### src/sv/spq_pkg.sv
// spq_pkg: types, command and status codes, and sizing for the sorted priority queue.
// No dependencies; imported by spq_cell and sorted_priority_queue_core.
`timescale 1ns / 1ps

package spq_pkg;

  localparam int CAPACITY = 16;
  localparam int CNT_W    = $clog2(CAPACITY + 1);

  localparam logic [1:0] CMD_INSERT = 2'd0;
  localparam logic [1:0] CMD_POP    = 2'd1;
  localparam logic [1:0] CMD_REMOVE = 2'd2;

  localparam logic [1:0] ST_OK        = 2'd0;
  localparam logic [1:0] ST_EMPTY     = 2'd1;
  localparam logic [1:0] ST_NOT_FOUND = 2'd2;
  localparam logic [1:0] ST_FULL      = 2'd3;

  typedef struct packed {
    logic [1:0]  command;
    logic [15:0] task_id;
    logic [7:0]  task_priority;
  } spq_in_t;

  typedef struct packed {
    logic [1:0]  status;
    logic [15:0] removed_id;
    logic [7:0]  removed_priority;
    logic [4:0]  entry_count;
  } spq_out_t;

  typedef struct packed {
    logic [15:0] id;
    logic [7:0]  pri;
  } spq_item_t;

  typedef struct packed {
    logic      valid;
    spq_item_t item;
  } spq_entry_t;

  // Command broadcast to every cell; ins and rem are already qualified by accept.
  typedef struct packed {
    logic      ins;
    logic      rem;
    logic      pop;
    spq_item_t item;
  } spq_bcast_t;

endpackage

### src/sv/spq_cell.sv
// spq_cell: one slot of the sorted chain, holding an entry and shifting with its neighbors.
// Depends on spq_pkg.
`timescale 1ns / 1ps

module spq_cell
  import spq_pkg::*;
(
  input  logic       clk,
  input  logic       rst,
  input  spq_bcast_t bc,
  input  spq_entry_t left,
  input  logic       left_ge,
  input  spq_entry_t right,
  input  logic       found_in,
  input  spq_item_t  acc_in,
  output spq_entry_t ent,
  output logic       ge,
  output logic       found_out,
  output spq_item_t  acc_out
);

  spq_entry_t ent_next;
  logic       hit;

  always_comb begin
    ge        = ent.valid && (ent.item.pri >= bc.item.pri);
    hit       = ent.valid && (bc.pop || (ent.item.id == bc.item.id));
    found_out = found_in || hit;
    acc_out   = (hit && !found_in) ? ent.item : acc_in;

    ent_next = ent;
    if (bc.ins) begin
      // hold entries of equal or higher priority; first slot past them takes the new item
      if (!ge) begin
        if (left_ge) begin
          ent_next.valid = 1'b1;
          ent_next.item  = bc.item;
        end else begin
          ent_next = left;
        end
      end
    end else if (bc.rem && found_out) begin
      // close the gap from the matching slot onward
      ent_next = right;
    end
  end

  // Only the valid bit is reset; slot data is don't-care until written
  always_ff @(posedge clk) begin
    if (rst) begin
      ent.valid <= 1'b0;
    end else begin
      ent.valid <= ent_next.valid;
    end
    ent.item <= ent_next.item;
  end

endmodule

### src/sv/sorted_priority_queue_core.sv
// sorted_priority_queue_core: bounded sorted priority queue built as a chain of slot cells.
// Depends on spq_pkg and spq_cell.
//
//   channel | signals                    | payload
//   --------+----------------------------+------------------------
//   input   | in_valid, in_ready         | in_data  (spq_in_t)
//   output  | out_valid, out_ready       | out_data (spq_out_t)
//
// One command per cycle: every cell compares and shifts in parallel in the accept cycle.
// The result is registered and shows in the cycle after accept.
// A new item is taken while the output register is empty or being drained.
// Reset (rst, synchronous) clears the slot valid bits and the count; slot data is not reset.
// An output stall holds in_ready low until the waiting result is taken.
`timescale 1ns / 1ps

module sorted_priority_queue_core
  import spq_pkg::*;
(
  input  logic     clk,
  input  logic     rst,
  input  logic     in_valid,
  output logic     in_ready,
  input  spq_in_t  in_data,
  output logic     out_valid,
  input  logic     out_ready,
  output spq_out_t out_data
);

  logic [CNT_W-1:0]     count;
  logic [CNT_W-1:0]     count_next;
  logic                 accept;
  logic                 full;
  logic                 empty;
  spq_bcast_t           bc;
  spq_entry_t           ents   [CAPACITY+1];
  logic                 ges    [CAPACITY];
  logic                 found  [CAPACITY+1];
  spq_item_t            accs   [CAPACITY+1];
  logic [CAPACITY-1:0]  valid_vec;
  spq_out_t             res;
  logic [CNT_W+4:0]     count_ext;

  assign in_ready = !out_valid || out_ready;
  assign accept   = in_valid && in_ready;
  assign full     = (count == CNT_W'(CAPACITY));
  assign empty    = (count == '0);

  always_comb begin
    bc.ins      = accept && (in_data.command == CMD_INSERT) && !full;
    bc.rem      = accept && ((in_data.command == CMD_POP) || (in_data.command == CMD_REMOVE));
    bc.pop      = (in_data.command == CMD_POP);
    bc.item.id  = in_data.task_id;
    bc.item.pri = in_data.task_priority;
  end

  assign found[0]         = 1'b0;
  assign accs[0]          = '0;
  assign ents[CAPACITY]   = '0;

  for (genvar i = 0; i < CAPACITY; i++) begin : g_cell
    spq_entry_t left_ent;
    logic       left_ge;

    if (i == 0) begin : g_head
      assign left_ent = '0;
      assign left_ge  = 1'b1;
    end else begin : g_body
      assign left_ent = ents[i-1];
      assign left_ge  = ges[i-1];
    end

    spq_cell u_cell (
      .clk       (clk),
      .rst       (rst),
      .bc        (bc),
      .left      (left_ent),
      .left_ge   (left_ge),
      .right     (ents[i+1]),
      .found_in  (found[i]),
      .acc_in    (accs[i]),
      .ent       (ents[i]),
      .ge        (ges[i]),
      .found_out (found[i+1]),
      .acc_out   (accs[i+1])
    );

    assign valid_vec[i] = ents[i].valid;
  end

  always_comb begin
    count_next = count;
    if (bc.ins) begin
      count_next = count + CNT_W'(1);
    end else if (bc.rem && found[CAPACITY]) begin
      count_next = count - CNT_W'(1);
    end
  end

  always_comb begin
    count_ext = {5'b0, count_next};
    res.entry_count      = count_ext[4:0];
    res.removed_id       = bc.rem ? accs[CAPACITY].id  : '0;
    res.removed_priority = bc.rem ? accs[CAPACITY].pri : '0;
    case (in_data.command)
      CMD_INSERT: res.status = full ? ST_FULL : ST_OK;
      CMD_POP:    res.status = empty ? ST_EMPTY : ST_OK;
      CMD_REMOVE: begin
        if (empty) begin
          res.status = ST_EMPTY;
        end else begin
          res.status = found[CAPACITY] ? ST_OK : ST_NOT_FOUND;
        end
      end
      default:    res.status = ST_OK;
    endcase
  end

  always_ff @(posedge clk) begin
    if (rst) begin
      count     <= '0;
      out_valid <= 1'b0;
    end else begin
      count <= count_next;
      if (accept) begin
        out_valid <= 1'b1;
      end else if (out_ready) begin
        out_valid <= 1'b0;
      end
    end
  end

  always_ff @(posedge clk) begin
    if (accept) begin
      out_data <= res;
    end
  end

  a_count_bound: assert property (@(posedge clk) disable iff (rst)
    count <= CNT_W'(CAPACITY))
    else $error("entry count above capacity");

  a_valid_matches_count: assert property (@(posedge clk) disable iff (rst)
    $countones(valid_vec) == int'(count))
    else $error("slot valid bits disagree with entry count");

  a_insert_grows: assert property (@(posedge clk) disable iff (rst)
    accept && (in_data.command == CMD_INSERT) && !full |=> count == $past(count) + CNT_W'(1))
    else $error("insert did not grow the queue");

  a_empty_status: assert property (@(posedge clk) disable iff (rst)
    out_valid && (out_data.status == ST_EMPTY) |-> out_data.entry_count == 5'd0)
    else $error("empty status with nonzero count");

  a_full_no_change: assert property (@(posedge clk) disable iff (rst)
    accept && (in_data.command == CMD_INSERT) && full |=> $stable(valid_vec))
    else $error("insert into full queue changed the slots");

endmodule
### config.mk
export PLATFORM = sky130hd
export DESIGN_NAME = sorted_priority_queue_core
export DESIGN_NICKNAME = d
export VERILOG_FILES = /design/src/sv/spq_pkg.sv /design/src/sv/spq_cell.sv /design/src/sv/sorted_priority_queue_core.sv
export SDC_FILE = /design/constraint.sdc
export NUM_CORES = 1
export LEC_CHECK = 0
export BUFFER_PORTS_ARGS = -buffer_cell sky130_fd_sc_hd__buf_4
export CAP_MARGIN = 20
export CORE_ASPECT_RATIO = 2
export CORE_MARGIN = 2
export CORE_UTILIZATION = 50
export DETAILED_ROUTE_END_ITERATION = 8
export PLACE_DENSITY_LB_ADDON = 0.05
export RECOVER_POWER = 25
export SYNTH_ARGS = -nofsm -noshare
export SYNTH_HDL_FRONTEND = slang
export SYNTH_HIERARCHICAL = 1
export SYNTH_SLANG_ARGS = --single-unit
### constraint.sdc
create_clock -name clk -period 13.3 [get_ports clk]
set_input_delay 0 -clock clk [delete_from_list [all_inputs] [get_ports clk]]
set_output_delay 0 -clock clk [all_outputs]
set_load 0.005 [all_outputs]
### Word level (Yosys, flattened, before mapping)

Cells that the tools add are included.

* add/sub/neg operators: 2
* multipliers: 0
* divide/modulo/power cells: 0
* order comparisons: 16
* eq/ne operators: 35
* shifts and indexed selects: 0
* muxes and demuxes: 88
* bitwise gates (word level): 0
* reduce and logical (&&, ||, !) cells: 152

Operators with widths (number)
* 25-bit 2-to-1 mux: 63
* 24-bit 2-to-1 mux: 16
* 16-bit == test: 16
* 8-bit >= comparator: 16
* 1-bit logical AND: 67
* 2-bit nonzero test: 17
* 1-bit logical OR: 33
* 2-bit != test, second input constant: 16
* 2-bit AND reduction: 16
* 1-bit logical NOT: 17
* 5-bit 2-to-1 mux: 2
* 2-bit 2-to-1 mux: 3
* 2-bit case mux with 3 select lines: 1
* 5-bit by 1-bit adder with 5-bit output, second input constant: 1
* 5-bit == test, second input constant: 1
* 5-bit logical NOT: 1
* 5-bit by 1-bit subtractor with 5-bit output, second input constant: 1
* 1-bit 2-to-1 mux: 3
* 2-bit by 1-bit == test with 1-bit output, second input constant: 1
* 2-bit == test, second input constant: 1
* 2-bit logical NOT: 1

* register bits after elaboration: 437
* bits in latches: 0
* memory bits (writable): 0
* ROM bits: 0
* input port bits: 30
* output and inout port bits: 33
* word-level logic and storage cells: 347
* memories kept: 0

### Logic depth before layout (Yosys ltp)

Gate-level depths: netlist of run 1.

* word-level depth: 21
* depth in mapped cells: 39
* depth with buffers taken out: 39

### Modules after synthesis

The synthesis of run 1 kept the hierarchy.

By module, submodules not included
* spq_cell: instances 16, cells each 195, area an instance 2089.5 um^2, seq. area each 740.7 um^2
* sorted_priority_queue_core: instances 1, cells each 136, area an instance 1694.1 um^2, seq. area each 1051.0 um^2

### Worst setup path after synthesis of run 1

No wires, ideal clock.

* path kind: input port to flip-flop
* from: in in_data[25] (netlist name)
* to: reg out_data[19] (netlist name), data pin
* library setup time: 262 ps
* arrival: 5961 ps
* required time: 13038 ps
* path slack: 7076 ps
* stages on the path: 24
* path buffers: 2
* cells stage by stage: inv_1 -> ha_1 -> o21ai_0 -> nand2_1 -> inv_1 -> o211a_1 -> buf_6 -> buf_12 -> mux2_4 -> mux2_4 -> mux2_4 -> mux2_4 -> mux2_4 -> mux2_4 -> mux2_4 -> mux2_4 -> mux2_4 -> mux2_4 -> mux2_4 -> mux2_4 -> mux2_4 -> mux2_4 -> mux2_4 -> and2_1

RTL lines
* start, declared: RTL line sorted_priority_queue_core.sv:23 `input spq_in_t in_data,`
* end signal, assigned: RTL line sorted_priority_queue_core.sv:134 `out_data <= res;`
* end, declared: RTL line sorted_priority_queue_core.sv:26 `output spq_out_t out_data`

==> results of run 1 <==
## what timing repair did
item,in CTS,in global routing
gates resized for setup,0,0
hold buffers,5,0
setup buffers,0,0
endpoints found under the hold margin,25,0
## cells in the mapped netlist (17+ instances only)
| master | count |
|---|---|
| and3_1 | 19 |
| a311oi_1 | 17 |
| o21ai_0 | 34 |
| nand4_1 | 64 |
| mux2_2 | 65 |
| inv_1 | 185 |
| mux2_4 | 320 |
| dfxtp_1 | 22 |
| nor2_1 | 422 |
| nand3_1 | 52 |
| buf_12 | 32 |
| mux2i_1 | 385 |
| ha_1 | 134 |
| xnor2_1 | 257 |
| nand2_1 | 22 |
| a2111oi_0 | 17 |
| buf_6 | 17 |
| buf_2 | 32 |
| a221oi_1 | 17 |
| a21oi_1 | 406 |
| o32ai_1 | 17 |
| and2_1 | 24 |
| clkbuf_1 | 114 |
| edfxtp_1 | 415 |
## power by group
| group | internal [mW] | total, mW | switching (mW) |
|---|---|---|---|
| Clock | 0.683 | 1.26 | 0.575 |
| Combinational | 0.401 | 0.845 | 0.444 |
| Sequential | 1.67 | 1.79 | 0.125 |
| Total | 2.75 | 3.89 | 1.14 |
## worst min-delay path by stage
| stage | start | endpoint | cells after the start |
|---|---|---|---|
| 2_1_floorplan | out_ready | in_ready | 2 |
| 3_3_place_gp | in_valid | out_valid$_SDFFE_PP0P_ | 3 |
| 3_5_place_dp | in_valid | out_valid$_SDFFE_PP0P_ | 3 |
| 4_1_cts | in_data[4] | g_cell[3].u_cell/ent[4]$_DFFE_PP_ | 3 |
| 5_1_grt | in_data[4] | g_cell[2].u_cell/ent[4]$_DFFE_PP_ | 3 |
| 6_report | out_ready | count[3]$_SDFF_PP0_ | 5 |
## worst register-to-register path: stages, from the launching register on
cell,delay [ns]
edfxtp_1,0.42
xnor2_1,0.20
nand4_1,0.26
nor4_2,0.70
o21ai_0,0.15
nand2_1,0.16
inv_1,0.07
nand2_1,0.12
inv_1,0.07
nand2_1,0.13
inv_1,0.07
nand2_1,0.12
inv_1,0.07
o211a_1,0.32
buf_4,0.34
mux2_4,0.34
mux2_4,0.27
mux2_4,0.27
mux2_4,0.26
mux2_4,0.27
mux2_4,0.26
mux2_4,0.26
mux2_4,0.26
mux2_4,0.27
mux2_4,0.27
mux2_4,0.27
mux2_4,0.27
and2_1,0.14
## flip-flops by register name (all words and copies together) (netlist names)
register           cells
count                  5
out_valid              1
g_cell.u_cell/ent    400
out_data              31
## cell usage in the layout (no fill, tap or decap), types with 18 or more instances in the layout
master / count
nand4_1: 64
clkbuf_16: 47
dfxtp_1: 22
and3_1: 18
mux2_2: 65
mux2_4: 320
mux2i_1: 385
clkbuf_4: 20
clkbuf_1: 28
xnor2_1: 257
ha_1: 133
nand2_1: 22
inv_1: 186
o21ai_0: 34
conb_1: 80
nand3_1: 45
and2_1: 24
edfxtp_1: 415
buf_4: 68
nor2_1: 422
a21oi_1: 406
## cell type report
class	count	area, um2	share of cell area (%)
Multi-Input combinational cell	2515	20710	55.02
Clock inverter	21	145.1	0.3857
Timing Repair Buffer	112	830.8	2.208
Sequential cell	437	12900	34.28
Clock buffer	59	1221	3.245
Tap cell	903	1130	3.002
Inverter	186	698.2	1.855
## layer usage
| layer | vias to the layer above | share of wire (%) | GRT usage (%) | wire (um) |
|---|---|---|---|---|
| li1 | 11880 | - | - | - |
| met1 | 11720 | 38 | 26.72 | 34300 |
| met2 | 521 | 56 | 48.86 | 50640 |
| met3 | 155 | 2.8 | 1.942 | 2523 |
| met4 | 0 | 3.8 | 10.20 | 3430 |
| met5 | - | 0 | 0 | 0 |
## cells by family after synthesis
kind of cell	Yosys count	share of synthesized area, %
and+or+nand+nor	679	9.179
adders and majority gates	134	4.773
xor gates and xnor gates	258	6.433
AOI/OAI and AO/OA	593	10.06
other	2	0.02138
buffers and inverters	382	6.041
muxes	771	26.76
DFF	437	36.73
==> flow_metrics.env, run 1 <==
export IMPL_status="finished, violations left"
export IMPL_failed_checks="capacitance limit, slew limit"
export IMPL_dpl_cell_count=4148
export IMPL_finalCritPeriodShare_pct=52.33
export IMPL_routabilityCongestion=0.8352
export IMPL_ys_warn_count=6
export IMPL_relSlewSlack_pct=-138.0
export IMPL_diodes=0
export IMPL_path_depth=20
export IMPL_hp_class="in2reg"
export IMPL_fillers=6309
export IMPL_core_mm2=0.06959
export IMPL_start_util_pct=50.47
export IMPL_grt_overflow_total=0
export IMPL_synth_top_flop_cell="edfxtp_1"
export IMPL_path_cells="dlygate4sd3_1 -> buf_4 -> inv_1 -> ha_2 -> clkbuf_1 -> o211a_1 -> buf_4 -> mux2_2 -> mux2_2 -> mux2_2 -> mux2_2 -> mux2_2 -> mux2_2 -> mux2_2 -> mux2_2 -> mux2_2 -> mux2_2 -> mux2_2 -> mux2_2 -> and2_1"
export IMPL_dr_first_iter_drc_count=1543
export IMPL_irDropWorstVdd_uv=105.9
export IMPL_fin_tns_setup_ns=0
export IMPL_synthArstFlopShare_pct=0
export IMPL_finalClockSkew_ns=0.02488
export IMPL_numPortBuffers=62
export IMPL_critPathMaxFanout=47
export IMPL_critical_path_max_stage_delay_ns=1.45
export IMPL_synth_area_leaders="edfxtp_1 (35%), mux2_4 (14%), mux2i_1 (11%)"
export IMPL_yosysTopAreaCell="edfxtp_1"
export IMPL_max_cap_violations=5
export IMPL_r2r_setup_slack_ns=6.42
export IMPL_root_buffer="clkbuf_16"
export IMPL_drt_total_wl_um=90890
export IMPL_cp_end_kind="flop"
export IMPL_synth_area_mm2=0.03513
export IMPL_antenna_found_initial=0
export IMPL_drc_errors=0
export IMPL_worstPathArrival_ns=7.29
export IMPL_worst_path_buf_inv=5
export IMPL_vias=24280
export IMPL_final_max_slew_viol_count=231
export IMPL_synth_top_cell_area_share_pct=35.48
export IMPL_crit_top_cell="mux2_2"
export IMPL_clkSinkCount=437
export IMPL_cp_required_ns=13.63
export IMPL_cts_made_buffers=45
export IMPL_rows=137
export IMPL_reg2reg_depth=27
export IMPL_cp_top_family="multiplexers"
export IMPL_grt_pass1_vias=25390
export IMPL_finalCriticalPeriod_ns=6.960
export IMPL_dr_pass1_iters=5
export IMPL_fin_util_pct=54.08
export IMPL_finalSetupViolCount=0
export IMPL_synth_avg_cell_area_um2=10.79
export IMPL_die_y_um=378.8
export IMPL_path_class="in2reg"
export IMPL_synth_seq_cells=437
export IMPL_rr_startpoint="g_cell[0].u_cell/ent[12]$_DFFE_PP_"
export IMPL_start_kind="input port"
export IMPL_die_area_mm2=0.07252
export IMPL_fmax_mhz=143.7
export IMPL_die_w_um=191.4
export IMPL_clk_insertion_delay_late_ns=0.59
export IMPL_crit_start="in_data[25]"
export IMPL_stdcell_count=4233
export IMPL_hold_slack_ns=0.03028
export IMPL_synth_cells=3256
export IMPL_crit_end="out_data[28]$_SDFFCE_PN0P_"
export IMPL_detailedPlace_worstSlack_ns=6.338
export IMPL_rsz0062_at_grt="false"
export IMPL_grt_max_degree=265
export IMPL_routedWlPerCell_um=21.47
export IMPL_cts_buffer_depth=3
export IMPL_slowest_stage="clkbuf_1"
export IMPL_layout_nets=3461
export IMPL_synth_cell_type_count=48
export IMPL_place_area_mm2=0.03630
export IMPL_tightest_slew_ns=3.570
export IMPL_synth_edff_count=415
export IMPL_io_pin_count=63
export IMPL_p_per_area_mw_per_mm2=103.5
export IMPL_r2r_end="out_data[18]$_SDFFCE_PN0P_"
export IMPL_grt_usage_pct=24.85
export IMPL_p_leak_nw=13.92
export IMPL_grt_pass1_wl_um=143000
export IMPL_drive_gt1_share_pct=17.39
export IMPL_power_mw=3.893
export IMPL_fin_area_mm2=0.03763
export IMPL_viasPerCell=5.736
export IMPL_synth_seq_area_share_pct=36.73
export IMPL_worst_slack_ns=6.340
export IMPL_final_antenna_net_count=0
export IMPL_cts_htree_levels=2
export IMPL_clk_pin_slew_ns=0.07
export IMPL_tritoncts="done"
export IMPL_synthToLayoutAreaGrowth_pct=7.142
export IMPL_hpwl_um=66160
export IMPL_hold_viol=0
Power figures use the tool's default switching activity.
==> run 2: changes to the inputs <==
==> constraint.sdc (replaced) <==
create_clock -name clk -period 6.3 [get_ports clk]
set_input_delay 0 -clock clk [delete_from_list [all_inputs] [get_ports clk]]
set_output_delay 0 -clock clk [all_outputs]
set_load 0.005 [all_outputs]
==> run 2 against run 1 <==
  * The run ends with setup timing left
  * Flip-flop and latch count did not move
  * Worst hold slack barely moved
  * Clock skew fell by 0.012 ns
  * Routed wire length grew 2.8%
  * First-iteration DRC count down 4.5%
  * Setup slack got worse by 6.3 ns
  * Clock-buffer cell count increased by 13
  * Critical path type is now reg2reg
  * Largest cell class unchanged
==> flow_metrics.env, run 2 (same netlist as run 1, synthesis figures left out) <==
export IMPL_finalCriticalPeriod_ns=6.303
export IMPL_hp_class="in2reg"
export IMPL_p_leak_nw=14.59
export IMPL_irDropWorstVdd_uv=228.3
export IMPL_rsz0062_at_grt="true"
export IMPL_root_buffer="clkbuf_16"
export IMPL_start_util_pct=50.47
export IMPL_grt_usage_pct=25.29
export IMPL_grt_overflow_total=0
export IMPL_tightest_slew_ns=1.129
export IMPL_numPortBuffers=62
export IMPL_power_mw=8.421
export IMPL_slowest_stage="nor4_4"
export IMPL_start_kind="flop"
export IMPL_clk_pin_slew_ns=0.07
export IMPL_cts_made_buffers=48
export IMPL_finalSetupViolCount=1
export IMPL_critPathMaxFanout=6
export IMPL_dr_first_iter_drc_count=1474
export IMPL_clk_insertion_delay_late_ns=0.60
export IMPL_fillers=6135
export IMPL_cp_end_kind="flop"
export IMPL_drc_errors=0
export IMPL_reg_top3="g_cell.u_cell/ent x400, out_data x31, count x5"
export IMPL_dr_pass1_iters=7
export IMPL_grt_max_degree=261
export IMPL_path_class="reg2reg"
export IMPL_rows=137
export IMPL_layout_commonest_cell="nor2_1"
export IMPL_cts_buffer_depth=3
export IMPL_top_register="g_cell.u_cell/ent"
export IMPL_routedWlPerCell_um=21.60
export IMPL_stdcell_count=4325
export IMPL_crit_top_cell="mux2_4"
export IMPL_layout_nets=3552
export IMPL_relSlewSlack_pct=24.72
export IMPL_fmax_mhz=158.7
export IMPL_drive_gt1_share_pct=20.02
export IMPL_worstPathArrival_ns=6.66
export IMPL_antenna_found_initial=1
export IMPL_layout_common_cells="nor2_1 (421), edfxtp_1 (415), a21oi_1 (406)"
export IMPL_viasPerCell=5.697
export IMPL_drt_total_wl_um=93420
export IMPL_max_cap_violations=0
export IMPL_cts_htree_levels=2
export IMPL_fin_util_pct=55.72
export IMPL_critical_path_max_stage_delay_ns=0.43
export IMPL_hpwl_um=69150
export IMPL_die_area_mm2=0.07252
export IMPL_p_per_area_mw_per_mm2=217.1
export IMPL_diodes=0
export IMPL_core_mm2=0.06959
export IMPL_fin_tns_setup_ns=-0.003064
export IMPL_hold_viol=0
export IMPL_routabilityCongestion=0.8480
export IMPL_synthToLayoutAreaGrowth_pct=10.40
export IMPL_failed_checks="setup timing"
export IMPL_largest_register_ffs=400
export IMPL_worst_slack_ns=-0.003064
export IMPL_hold_slack_ns=0.03026
export IMPL_grt_pass1_vias=25850
export IMPL_die_w_um=191.4
export IMPL_tritoncts="done"
export IMPL_finalCritPeriodShare_pct=100.0
export IMPL_dpl_cell_count=4229
export IMPL_final_antenna_net_count=0
export IMPL_final_max_slew_viol_count=0
export IMPL_status="finished, violations left"
export IMPL_cp_required_ns=6.66
export IMPL_grt_pass1_wl_um=144400
export IMPL_path_cells="xnor2_1 -> nand4_1 -> nor4_4 -> o21ai_1 -> nand2_1 -> inv_2 -> o211a_4 -> clkbuf_16 -> mux2_4 -> mux2_4 -> mux2_4 -> mux2_4 -> mux2_4 -> mux2_4 -> mux2_4 -> mux2_4 -> mux2_4 -> mux2_4 -> mux2_4 -> mux2_4 -> mux2_4 -> mux2_4 -> mux2_4 -> and2_4"
export IMPL_vias=24640
export IMPL_io_pin_count=63
export IMPL_clkSinkCount=437
export IMPL_finalClockSkew_ns=0.01266
export IMPL_die_y_um=378.8
run 2: cell type report:
type	instances	area, um2	area share [%]
inverters	186	698.2	1.800
clock inverters	12	73.82	0.1904
well taps	903	1130	2.913
repair buffers	200	1722	4.440
clock buffers	72	1394	3.594
flip-flops and latches	437	12900	33.27
multi-input cells	2515	20860	53.79
run 2: critical path, delay by kind of cell, from the launching register on:
family                 cells  cell delay (ns)
AND/OR/NAND/NOR            4             0.85
XOR/XNOR                   1             0.23
multiplexers              15             4.03
AO/OA/AOI/OAI              2             0.28
buffers and inverters      2             0.26
flip-flops                 1             0.40
run 2: worst paths after layout:
path,slack [ns],to,startpoint,cells after the start
min,0.03,count[3]$_SDFF_PP0_,out_ready,5
max reg2reg,-0.003,out_data[12]$_SDFFCE_PN0P_,g_cell[0].u_cell/ent[18]$_DFFE_PP_,24
max,-0.003,out_data[12]$_SDFFCE_PN0P_,g_cell[0].u_cell/ent[18]$_DFFE_PP_,24
min reg2reg,0.60,count[0]$_SDFF_PP0_,count[0]$_SDFF_PP0_,2
run 2: per-stage QoR:
stage               setup WS [ns]  instance area (um2)
CTS                      -0.08198                38650
detailed placement        -0.3559                37050
floorplan                 0.07639                35420
global route              -0.1660                38780
global placement          -0.3832                37050
finish                  -0.003064                38780
run 2: power by group:
| part | switching (mW) | internal (mW) | leakage (nW) |
|---|---|---|---|
| Clock | 1.22 | 1.56 | 0.714 |
| Combinational | 0.968 | 0.902 | 9.82 |
| Sequential | 0.258 | 3.51 | 4.05 |
run 2: what timing repair did:
item                                    CTS  global route
endpoints found under the setup margin   24            24
endpoints found under the hold margin    39             0
hold buffers                              9             0
gates resized for setup                  11            32
pin swaps                                 4             2
cloned                                    0             2
buffers inserted                          1             0
run 2: routing by layer:
metal	track usage, %	vias to the layer above	wire [um]
met1	27.12	11920	35450
met2	49.96	488	52480
met4	9.332	0	3215
li1	-	12080	-
met3	2.422	152	2276
met5	0	-	0
==> run 3: changes to the inputs <==
--- a/config.mk
+++ b/config.mk
@@ -5,6 +5,7 @@
 export SDC_FILE = /design/constraint.sdc
 export NUM_CORES = 1
 export LEC_CHECK = 0
+export ABC_AREA = 1
 export BUFFER_PORTS_ARGS = -buffer_cell sky130_fd_sc_hd__buf_4
 export CAP_MARGIN = 20
 export CORE_ASPECT_RATIO = 2
==> run 3 against run 2 <==
  * The run ends with capacitance limit, slew limit left
  * Setup slack gained 0.63 ns
  * Critical endpoint is now g_cell[4].u_cell/ent[8]$_DFFE_PP_
  * Total power up 4.9%
  * Synthesized cell count is 73% higher
  * Global-route usage up 5.9 points
  * Via count up 43%
  * Flip-flop and latch count is the same
  * Critical path depth decreased by 15
  * Largest power group unchanged
  * Synthesized area grew 3.8%
  * Cell count is 53% higher
  * Routed wire length increased by 27%
  * Core utilization decreased by 1.4 points
==> flow_metrics.env, run 3 <==
export IMPL_io_pin_count=63
export IMPL_failed_checks="capacitance limit, slew limit"
export IMPL_p_leak_nw=19.31
export IMPL_fmax_mhz=176.2
export IMPL_worst_path_buf_inv=4
export IMPL_cp_required_ns=6.57
export IMPL_synth_avg_cell_area_um2=6.464
export IMPL_rsz0062_at_grt="false"
export IMPL_stdcell_count=6618
export IMPL_root_buffer="clkbuf_16"
export IMPL_tightest_slew_ns=2.588
export IMPL_grt_pass1_vias=33470
export IMPL_hp_class="in2reg"
export IMPL_clkSinkCount=437
export IMPL_critPathMaxFanout=139
export IMPL_synthToLayoutAreaGrowth_pct=7.927
export IMPL_numPortBuffers=62
export IMPL_routabilityCongestion=0.8930
export IMPL_hold_viol=0
export IMPL_drive_gt1_share_pct=4.109
export IMPL_viasPerCell=5.306
export IMPL_clk_pin_slew_ns=0.07
export IMPL_postCtsSetupRepairBufs=0
export IMPL_finalCritPeriodShare_pct=90.11
export IMPL_final_max_slew_viol_count=431
export IMPL_slowest_stage="clkbuf_2"
export IMPL_hpwl_um=87460
export IMPL_max_cap_violations=4
export IMPL_whs_path_depth=3
export IMPL_layout_nets=5825
export IMPL_routedWlPerCell_um=17.95
export IMPL_die_area_mm2=0.07526
export IMPL_cp_top_family="buffers and inverters"
export IMPL_worstPathArrival_ns=5.94
export IMPL_drc_errors=0
export IMPL_vias=35120
export IMPL_fin_tns_setup_ns=0
export IMPL_relSlewSlack_pct=-72.52
export IMPL_dpl_cell_count=6508
export IMPL_grt_max_degree=215
export IMPL_dr_first_iter_drc_count=2387
export IMPL_clk_insertion_delay_late_ns=0.61
export IMPL_reg_top3="g_cell.u_cell/ent x400, out_data x31, count x5"
export IMPL_synth_cells=5643
export IMPL_finalCriticalPeriod_ns=5.677
export IMPL_min_to="g_cell[1].u_cell/ent[19]$_DFFE_PP_"
export IMPL_reg2reg_depth=9
export IMPL_grt_pass1_wl_um=184500
export IMPL_p_per_area_mw_per_mm2=224.4
export IMPL_cp_end_kind="flop"
export IMPL_path_cells="inv_1 -> ha_1 -> nand2_4 -> o21ai_0 -> inv_8 -> clkbuf_2 -> nand2_1 -> nand2_1 -> buf_4"
export IMPL_synth_area_mm2=0.03648
export IMPL_r2r_setup_slack_ns=0.62
export IMPL_final_antenna_net_count=0
export IMPL_largest_register_ffs=400
export IMPL_grt_overflow_total=0
export IMPL_path_class="reg2reg"
export IMPL_critical_path_max_stage_delay_ns=1.91
export IMPL_crit_top_cell="nand2_1"
export IMPL_core_mm2=0.07252
export IMPL_cts_buffer_depth=3
export IMPL_r2r_end="g_cell[4].u_cell/ent[8]$_DFFE_PP_"
export IMPL_irDropWorstVdd_uv=224.7
export IMPL_layout_common_cells="nand2_1 (2204), nor2_1 (873), inv_1 (724)"
export IMPL_cts_htree_levels=2
export IMPL_status="finished, violations left"
export IMPL_layout_commonest_cell="nand2_1"
export IMPL_tritoncts="done"
export IMPL_top_register="g_cell.u_cell/ent"
export IMPL_die_w_um=195.0
export IMPL_die_y_um=386.0
export IMPL_fillers=7386
export IMPL_rr_startpoint="count[0]$_SDFF_PP0_"
export IMPL_start_util_pct=50.30
export IMPL_finalClockSkew_ns=0.03262
export IMPL_antenna_found_initial=1
export IMPL_grt_usage_pct=31.21
export IMPL_diodes=0
export IMPL_dr_pass1_iters=6
export IMPL_cts_made_buffers=46
export IMPL_start_kind="flop"
export IMPL_rows=140
export IMPL_finalSetupViolCount=0
export IMPL_min_delay_start="in_data[19]"
export IMPL_drt_total_wl_um=118800
export IMPL_ys_warn_count=6
run 3: changes by cell type in the layout (fill, tap and decap cells not counted), sizes merged, moves of 25 or more:
cell / previous run / this run
nand3: 52 / 23
nand2: 22 / 2243
nor2: 422 / 893
inv: 186 / 726
a21oi: 406 / 71
a31oi: 4 / 384
o21a: 16 / 160
xnor2: 257 / 0
buf: 156 / 85
and2: 25 / 0
mux2i: 385 / 0
o21ai: 34 / 273
nand4: 64 / 34
mux2: 386 / 0
run 3: worst max-delay path by stage:
stage,slack [ns],cells past startpoint,endpoint,start
global route,0.03,47,count[0]$_SDFF_PP0_,g_cell[0].u_cell/ent[19]$_DFFE_PP_
global placement,0.84,45,g_cell[15].u_cell/ent[22]$_DFFE_PP_,in_data[22]
floorplan,0.005,44,out_data[0]$_DFFE_PP_,g_cell[0].u_cell/ent[11]$_DFFE_PP_
CTS,0.56,47,count[0]$_SDFF_PP0_,g_cell[0].u_cell/ent[21]$_DFFE_PP_
detailed placement,0.91,45,g_cell[15].u_cell/ent[22]$_DFFE_PP_,in_data[22]
finish,0.62,9,g_cell[4].u_cell/ent[8]$_DFFE_PP_,count[0]$_SDFF_PP0_
run 3: final cells by class:
type / count / area (um2) / share of cell area [%]
clock buffer: 62 / 1262 / 3.207
inverter: 725 / 2729 / 6.932
multi-input combinational: 4302 / 19940 / 50.64
sequential: 437 / 12900 / 32.77
tap: 923 / 1155 / 2.933
clock inverter: 20 / 165.2 / 0.4195
timing repair buffer: 149 / 1217 / 3.092
run 3: power breakdown:
group	internal (mW)	switching [mW]
logic	0.747	1.45
clock network	1.52	1.26
registers	3.55	0.302
run 3: worst register-to-register path, cell delays in order, from the launching register on:
cell and delay, ns:
dfxtp_1 0.40, inv_1 0.11, ha_1 0.30, nand2_4 0.10
o21ai_0 0.42, inv_8 0.76, clkbuf_2 1.95, nand2_1 0.41
nand2_1 0.51, buf_4 0.38
run 3: metrics by stage:
step	power [mW]	setup slack, ns	util [%]	instance area [um2]	hold WS (ns)
after floorplan	5.300	0.004504	-	36790	0.06687
after global placement	6.043	0.8439	51.96	37680	0.3059
after detailed placement	6.080	0.9056	52.02	37720	0.3052
after CTS	8.887	0.5583	54.37	39430	0.0004819
after global routing	9.302	0.02922	54.29	39370	0.04679
final	8.834	0.6232	54.29	39370	0.02880
run 3: layer usage:
metal  GRT usage [%]  up-vias  part of all wire (%)
met3           3.028      385                   4.0
met2           60.97     1148                    54
li1                -    17910                     -
met4           19.45        2                   6.3
met1           31.44    15670                    36
met5               0        -                 0.011
run 3: timing repair:
item                                   4_1_cts  5_1_grt
endpoints found under the hold margin      197        0
setup endpoints to repair                    0        1
gates resized for setup                      0        3
hold buffers                                28        0
